File: src/sv/pbas_pkg.sv
// Shared types, constants and the decimal byte add step for the packed BCD adder/subtractor.
// No dependencies.
package pbas_pkg;

  // default number of byte lanes
  localparam int BYTES_DEF = 4;

  // decimal arithmetic constants
  localparam logic [7:0] BCD_NINES = 8'h99;
  localparam logic [3:0] DIGIT_MAX = 4'h9;
  localparam logic [9:0] ADJ_LO    = 10'h006;
  localparam logic [9:0] ADJ_HI    = 10'h060;
  localparam logic [9:0] HI_LIMIT  = 10'h0A0;

  // one lane step result: carry in [9:8], byte in [7:0]
  typedef logic [9:0] step_t;

  typedef struct packed {
    logic [31:0] operand_a;
    logic [31:0] operand_b;
    logic [2:0]  byte_count;
    logic        mode;
  } in_word_t;

  typedef struct packed {
    logic [31:0] result;
    logic        carry_out;
  } out_word_t;

  // per-lane control from the sequencer
  typedef struct packed {
    logic comp_en;
    logic sum_en;
    logic sub;
    logic inc;
  } lane_ctl_t;

  typedef enum logic [1:0] {
    ST_IDLE,
    ST_COMP,
    ST_SUM,
    ST_MERGE
  } state_t;

  // decimal add of two bytes with a carry in of 0..2
  function automatic step_t bcd_step(input logic [7:0] x, input logic [7:0] y,
                                     input logic [1:0] cin);
    logic [9:0] sum;
    logic [7:0] hi;
    sum = 10'(x) + 10'(y) + 10'(cin);
    hi  = {x[7:4], 4'h0} + {y[7:4], 4'h0};
    if ((hi[7:4] != sum[7:4]) || (sum[3:0] > DIGIT_MAX)) begin
      sum = sum + ADJ_LO;
    end
    if (sum >= HI_LIMIT) begin
      sum = sum + ADJ_HI;
    end
    return sum;
  endfunction

endpackage

File: src/sv/packed_bcd_add_sub.sv
// Packed BCD adder/subtractor top level: sequencer, byte lanes and carry merge.
// The complement, lane sum and merge steps run in turn on one word at a time, so the next word
// is taken only once the last result has been loaded into the output register.
// A finished result waits in the output register while the next word is taken.
// Reset (rst, synchronous) returns the sequencer to idle and empties the output register.
// Depends on pbas_pkg, pbas_lane, pbas_merge.
module packed_bcd_add_sub import pbas_pkg::*; #(
  parameter int BYTES = BYTES_DEF
) (
  input  logic      clk,
  input  logic      rst,
  input  logic      src_valid,
  output logic      src_ready,
  input  in_word_t  src_word,
  output logic      dst_valid,
  input  logic      dst_ready,
  output out_word_t dst_word
);

  localparam int W  = 8 * BYTES;
  localparam int CW = $clog2(BYTES + 1);

  state_t state;
  state_t state_next;

  logic [W-1:0]  a_ext;
  logic [W-1:0]  b_ext;
  logic [CW-1:0] cnt;
  logic          sub;

  logic [BYTES-1:0]       b_zero;
  logic [BYTES-1:0]       inc;
  step_t [BYTES-1:0][2:0] sums;
  logic [W-1:0]           res;
  logic                   carry_out;
  logic                   load_out;

  assign src_ready = (state == ST_IDLE);
  assign load_out  = (state == ST_MERGE) && (!dst_valid || dst_ready);

  // sequencer state register
  always_ff @(posedge clk) begin
    if (rst) begin
      state <= ST_IDLE;
    end else begin
      state <= state_next;
    end
  end

  // next state
  always_comb begin
    state_next = state;
    case (state)
      ST_IDLE:  if (src_valid) state_next = ST_COMP;
      ST_COMP:  state_next = ST_SUM;
      ST_SUM:   state_next = ST_MERGE;
      ST_MERGE: if (load_out) state_next = ST_IDLE;
      default:  state_next = ST_IDLE;
    endcase
  end

  // capture the input word, count saturated to the lane count
  always_ff @(posedge clk) begin
    if (src_valid && src_ready) begin
      a_ext <= W'(src_word.operand_a);
      b_ext <= W'(src_word.operand_b);
      sub   <= src_word.mode;
      if (int'(src_word.byte_count) > BYTES) begin
        cnt <= CW'(BYTES);
      end else begin
        cnt <= CW'(src_word.byte_count);
      end
    end
  end

  // increment of the ten's complement ripples past zero bytes
  always_comb begin
    inc[0] = 1'b1;
    for (int i = 1; i < BYTES; i++) begin
      inc[i] = inc[i-1] && b_zero[i-1];
    end
  end

  // byte lanes
  for (genvar g = 0; g < BYTES; g++) begin : g_lane
    lane_ctl_t ctl;
    assign ctl.comp_en = (state == ST_COMP);
    assign ctl.sum_en  = (state == ST_SUM);
    assign ctl.sub     = sub;
    assign ctl.inc     = inc[g];

    pbas_lane u_lane (
      .clk    (clk),
      .ctl    (ctl),
      .a_byte (a_ext[8*g +: 8]),
      .b_byte (b_ext[8*g +: 8]),
      .b_zero (b_zero[g]),
      .sums   (sums[g])
    );
  end

  // carry merge
  pbas_merge #(
    .BYTES (BYTES)
  ) u_merge (
    .sums      (sums),
    .a_ext     (a_ext),
    .cnt       (cnt),
    .sub       (sub),
    .res       (res),
    .carry_out (carry_out)
  );

  // output register
  always_ff @(posedge clk) begin
    if (rst) begin
      dst_valid <= 1'b0;
    end else if (load_out) begin
      dst_valid <= 1'b1;
    end else if (dst_ready) begin
      dst_valid <= 1'b0;
    end
  end

  always_ff @(posedge clk) begin
    if (load_out) begin
      dst_word.result    <= 32'(res);
      dst_word.carry_out <= carry_out;
    end
  end

endmodule

File: src/sv/pbas_lane.sv
// One byte lane: ten's complement of the second operand byte when subtracting, then carry-select sums.
// Depends on pbas_pkg.
module pbas_lane import pbas_pkg::*; (
  input  logic          clk,
  input  lane_ctl_t     ctl,
  input  logic [7:0]    a_byte,
  input  logic [7:0]    b_byte,
  output logic          b_zero,
  output step_t [2:0]   sums
);

  logic [7:0] comp;
  logic [7:0] comp_next;
  logic [7:0] nines;

  // nines complement plus the rippled increment when subtracting, else the byte unchanged
  always_comb begin
    nines     = BCD_NINES - b_byte;
    comp_next = b_byte;
    if (ctl.sub) begin
      comp_next = nines;
      if (ctl.inc) begin
        if (nines == BCD_NINES) begin
          comp_next = 8'h00;
        end else if (nines[3:0] == DIGIT_MAX) begin
          comp_next = {nines[7:4] + 4'd1, 4'h0};
        end else begin
          comp_next = nines + 8'd1;
        end
      end
    end
  end

  // increment keeps rippling only past zero bytes
  assign b_zero = (b_byte == 8'h00);

  // complement register, then sums for each possible carry in
  always_ff @(posedge clk) begin
    if (ctl.comp_en) begin
      comp <= comp_next;
    end
    if (ctl.sum_en) begin
      for (int k = 0; k < 3; k++) begin
        sums[k] <= bcd_step(a_byte, comp, 2'(k));
      end
    end
  end

endmodule

File: src/sv/pbas_merge.sv
// Carry merge across byte lanes: picks each lane's precomputed sum by the incoming carry.
// Depends on pbas_pkg.
module pbas_merge import pbas_pkg::*; #(
  parameter int BYTES = BYTES_DEF,
  localparam int W    = 8 * BYTES,
  localparam int CW   = $clog2(BYTES + 1)
) (
  input  step_t [BYTES-1:0][2:0] sums,
  input  logic [W-1:0]           a_ext,
  input  logic [CW-1:0]          cnt,
  input  logic                   sub,
  output logic [W-1:0]           res,
  output logic                   carry_out
);

  logic [1:0] carry;
  step_t      sel;

  // ripple the carry through the used lanes, upper bytes pass from operand a
  always_comb begin
    carry = 2'd0;
    sel   = '0;
    res   = a_ext;
    for (int i = 0; i < BYTES; i++) begin
      if (i < int'(cnt)) begin
        sel              = sums[i][carry];
        res[8*i +: 8]    = sel[7:0];
        carry            = sel[9:8];
      end
    end
    carry_out = !sub && (carry != 2'd0);
  end

endmodule
File: config.mk
export PLATFORM = sky130hd
export DESIGN_NAME = packed_bcd_add_sub
export DESIGN_NICKNAME = d
export VERILOG_FILES = /design/src/sv/pbas_pkg.sv /design/src/sv/packed_bcd_add_sub.sv /design/src/sv/pbas_lane.sv /design/src/sv/pbas_merge.sv
export SDC_FILE = /design/constraint.sdc
export NUM_CORES = 1
export LEC_CHECK = 0
export BUFFER_PORTS_ARGS = -buffer_cell sky130_fd_sc_hd__buf_4
export CAP_MARGIN = 20
export CORE_ASPECT_RATIO = 2
export CORE_MARGIN = 4
export CORE_UTILIZATION = 57
export DETAILED_ROUTE_END_ITERATION = 8
export GPL_TIMING_DRIVEN = 0
export PLACE_DENSITY = 0.86
export SYNTH_ARGS = -nofsm -noshare
export SYNTH_HDL_FRONTEND = slang
export SYNTH_HIERARCHICAL = 1
export SYNTH_SLANG_ARGS = --single-unit
File: constraint.sdc
create_clock -name clk -period 10.9 [get_ports clk]
set_clock_uncertainty 0.15 [all_clocks]
set_input_delay 2.18 -clock clk [delete_from_list [all_inputs] [get_ports clk]]
set_output_delay 2.18 -clock clk [all_outputs]
set_load 0.1 [all_outputs]
==> results.md <==
- Setup repair after global routing left no endpoint under its margin.
- The number of buffers between clock root and the deepest sink is 3.
- The setup path with the least slack is of type flop to flop.
- The critical path goes through ha_1 -> fa_1 -> a211o_1 -> and2_4 -> buf_6 -> xnor2_4 -> inv_2 -> buf_6 -> ha_1 -> nand2_1 -> inv_1 -> xnor2_1 -> xnor2_1 -> nor4b_2 -> buf_2 -> or3b_2 -> xnor2_1 -> ha_1 -> nor2b_1 -> o2111ai_1 -> mux2i_1 -> a21oi_1 -> o21ai_1 -> mux2i_1.
- The number of gates given a new drive strength after cts is 0.
- After layout, the minimum clock period comes to 6.69 ns.
- The delay of the slowest cell on the worst path is 0.58 ns.
- The clock sink count is 233.
- The flow ran to the end, and the final reports show no timing, DRC or antenna violations.
- The TritonCTS clock tree is done.
- The ratio of cells with drive above 1 in the final layout is 15.5%.
- The antenna diode count is 0.
- In this run the number of H-tree levels came out at 1.
- The total area inside the core boundary comes to 0.0314 mm2.
- Data on the critical path arrives at its endpoint at 6.91 ns.
- In the final routed layout, each cell accounts on average for 20.2 um.
- The global-route congestion overflow total is 0.
- For this configuration, the core starts out at a cell density of 57.7%.
- From bottom edge to top edge, the die measures 260 um.
- Averaged over all synthesized cells, the footprint is 10.1 um2.
- Clock tree synthesis selected as its root buffer the cell clkbuf_16.
- The layout net count is 2121.
- The startpoint identified for the worst register-to-register timing path is a_ext[8].
- The initial antenna violation count is 0.
- The critical path endpoint category is a flop.
- The final routed wirelength across all metal layers is 48.0 mm.
- Routability-driven placement finished with a final weighted congestion of 0.975.
- The post-route antenna net violation count is 0.
- The critical path launch point type is a flop.
- In this run the most critical hold path is launched from dst_valid.
- The final count of negative-setup-slack endpoints is 0.
- The post-placement cell count is 2331.
- The sequential standard cell area is 0.00697 mm2.
- The fill cell instance count of the final layout is 2481.
- For the pin with the worst max-slew slack, the measured transition is 0.886 ns.
- In this run the worst hold path is classified as flop to flop.
- The largest net degree at the start of global routing is 58.
- The number of maximum-capacitance constraint violations is 0.
- The number of placed I/O pins is 107.
- Yosys printed 6 warnings.
- The length of the first detailed-routing pass in iterations is 8.
- The site row count is 92.
- The global-route wire length before repair is 75.2 mm.
- The final cell count without fillers is 2376.
- The endpoint of the worst hold-timing path is state[0].
- In the final layout, the multi-input gates occupy 0.0104 mm2.
- The worst register-to-register path has a setup slack of 4.21 ns.
- The number of max-slew violations in the final report is 0.
- The number of buffers inserted by post-CTS setup repair is 0.
- Buffers inserted during clock tree synthesis total 23.
- The largest fanout on the critical path is 10.
- Data on the critical path is required at its endpoint by 11.12 ns.
- The end of the worst register-to-register path is g_lane[1].u_lane/sums[26].
- Headroom to the max-slew limit came out at 40.5%.
- For this run, design rule violations remaining after detail routing come to 0.
- The number of standard cells after synthesis is 1794.
- The highest clock rate is 150 MHz.
- Counting cells, the worst reg-to-reg path comes to 24.
- The number of I/O port buffers is 106.
- Counting instances, the worst hold path has a depth of 2.
- The number of hold buffers added after CTS is 0.
- The die width is 134 um.
- The clock transition at the register clock pins on the worst setup and hold paths after CTS is 0.06 ns.
- Summed over all failing endpoints, the final setup total negative slack is 0 ns.
- The die covers 0.0349 mm2.
- The slowest stage of the critical path is the nor4b_2 cell.
- Using the TritonRoute via totals, the vias-per-cell ratio works out to 6.24.
- Compared with the post-synthesis result, the final layout area differs by 12.5%.
- The via count of the first global-routing pass is 15189.
- Across all layers, the routed design uses 14822 vias.
- The combined global-route utilization of all metal layers is 27.0%.
- The clock reaches the later pin of the worst-skew pair after 0.54 ns.
- After the first detailed-routing iteration, the DRC count stood at 971.
- The area of the mapped netlist is 0.0181 mm2.
- Once detailed placement completed, the half-perimeter wirelength came to 37.7 mm.
- After layout, the worst path uses 61.3% of the clock period.
- The final number of hold-violating endpoints is 0.
## placed cells by master, fill, tap and decap left out, types with 19 or more instances in the layout
master     count
buf_4        116
nand2b_1      24
o21a_1        20
nand2_1      130
o31ai_1       23
buf_2         22
nand3_1       51
xnor2_1      118
inv_1         92
nand4_1       28
a21o_1        19
clkbuf_1      50
mux2_2        21
clkbuf_16     23
nor4_1        21
edfxtp_1     230
ha_1         103
xor2_1        45
nor2_1       125
nor3_1        39
mux2i_1       54
o21ai_0       80
o221ai_1      22
a21oi_1      105
## cell type report
| class | count | share of cell area, % |
|---|---|---|
| Clock inverter | 12 | 0.718 |
| Multi-Input combinational cell | 1381 | 50.8 |
| Tap cell | 423 | 2.59 |
| Sequential cell | 233 | 34.2 |
| Buffer | 87 | 2.37 |
| Inverter | 96 | 1.78 |
| Timing Repair Buffer | 114 | 4.64 |
| Clock buffer | 30 | 2.95 |
## sequential cells by signal, indices dropped and copies added, names as in the netlist
name and count:
dst_word 33, g_lane.u_lane/comp 32, cnt 3, state 2, a_ext 32, g_lane.u_lane/sums 97, sub 1, dst_valid 1
b_ext 32
## metrics by stage
stage / utilization [%] / setup slack [ns] / hold slack [ns] / instance area (um2)
final: 64.9 / 4.21 / 0.396 / 20400
after global routing: 64.9 / 3.88 / 0.412 / 20400
after CTS: 64.8 / 4.31 / 0.398 / 20400
after detailed placement: 62.4 / 4.34 / 0.389 / 19600
after global placement: 61.9 / 4.44 / 0.350 / 19500
after floorplan: - / 5.65 / 0.334 / 18100
## layer usage
metal | part of all wire [%] | vias up | track usage, %
li1 | - | 6955 | -
met1 | 32 | 7092 | 24.1
met2 | 56 | 540 | 54.6
met3 | 4.1 | 235 | 2.98
met4 | 7.5 | 0 | 18.0
met5 | 0 | - | 0
## worst max-delay path: cells and delay by family (launching register included)
family                     cells  cell delay (ns)
AOI/OAI and AO/OA              4             0.87
xor gates and xnor gates       4             1.10
adders and majority gates      4             1.22
buffers and inverters          5             0.80
DFF                            1             0.50
muxes                          2             0.58
and+or+nand+nor                5             1.29
## worst max path at each step
stage,depth (start not counted),start,slack (ns),to
after floorplan,24,a_ext[16],5.65,g_lane[2].u_lane/sums[26]
after global placement,24,a_ext[8],4.44,g_lane[1].u_lane/sums[26]
after detailed placement,24,a_ext[8],4.34,g_lane[1].u_lane/sums[26]
after CTS,24,a_ext[8],4.31,g_lane[1].u_lane/sums[26]
after global routing,24,a_ext[8],3.88,g_lane[1].u_lane/sums[26]
final,24,a_ext[8],4.21,g_lane[1].u_lane/sums[26]
Power is not shown: default switching activity piles up to over one toggle a cycle in this logic, so the estimate is an artifact.
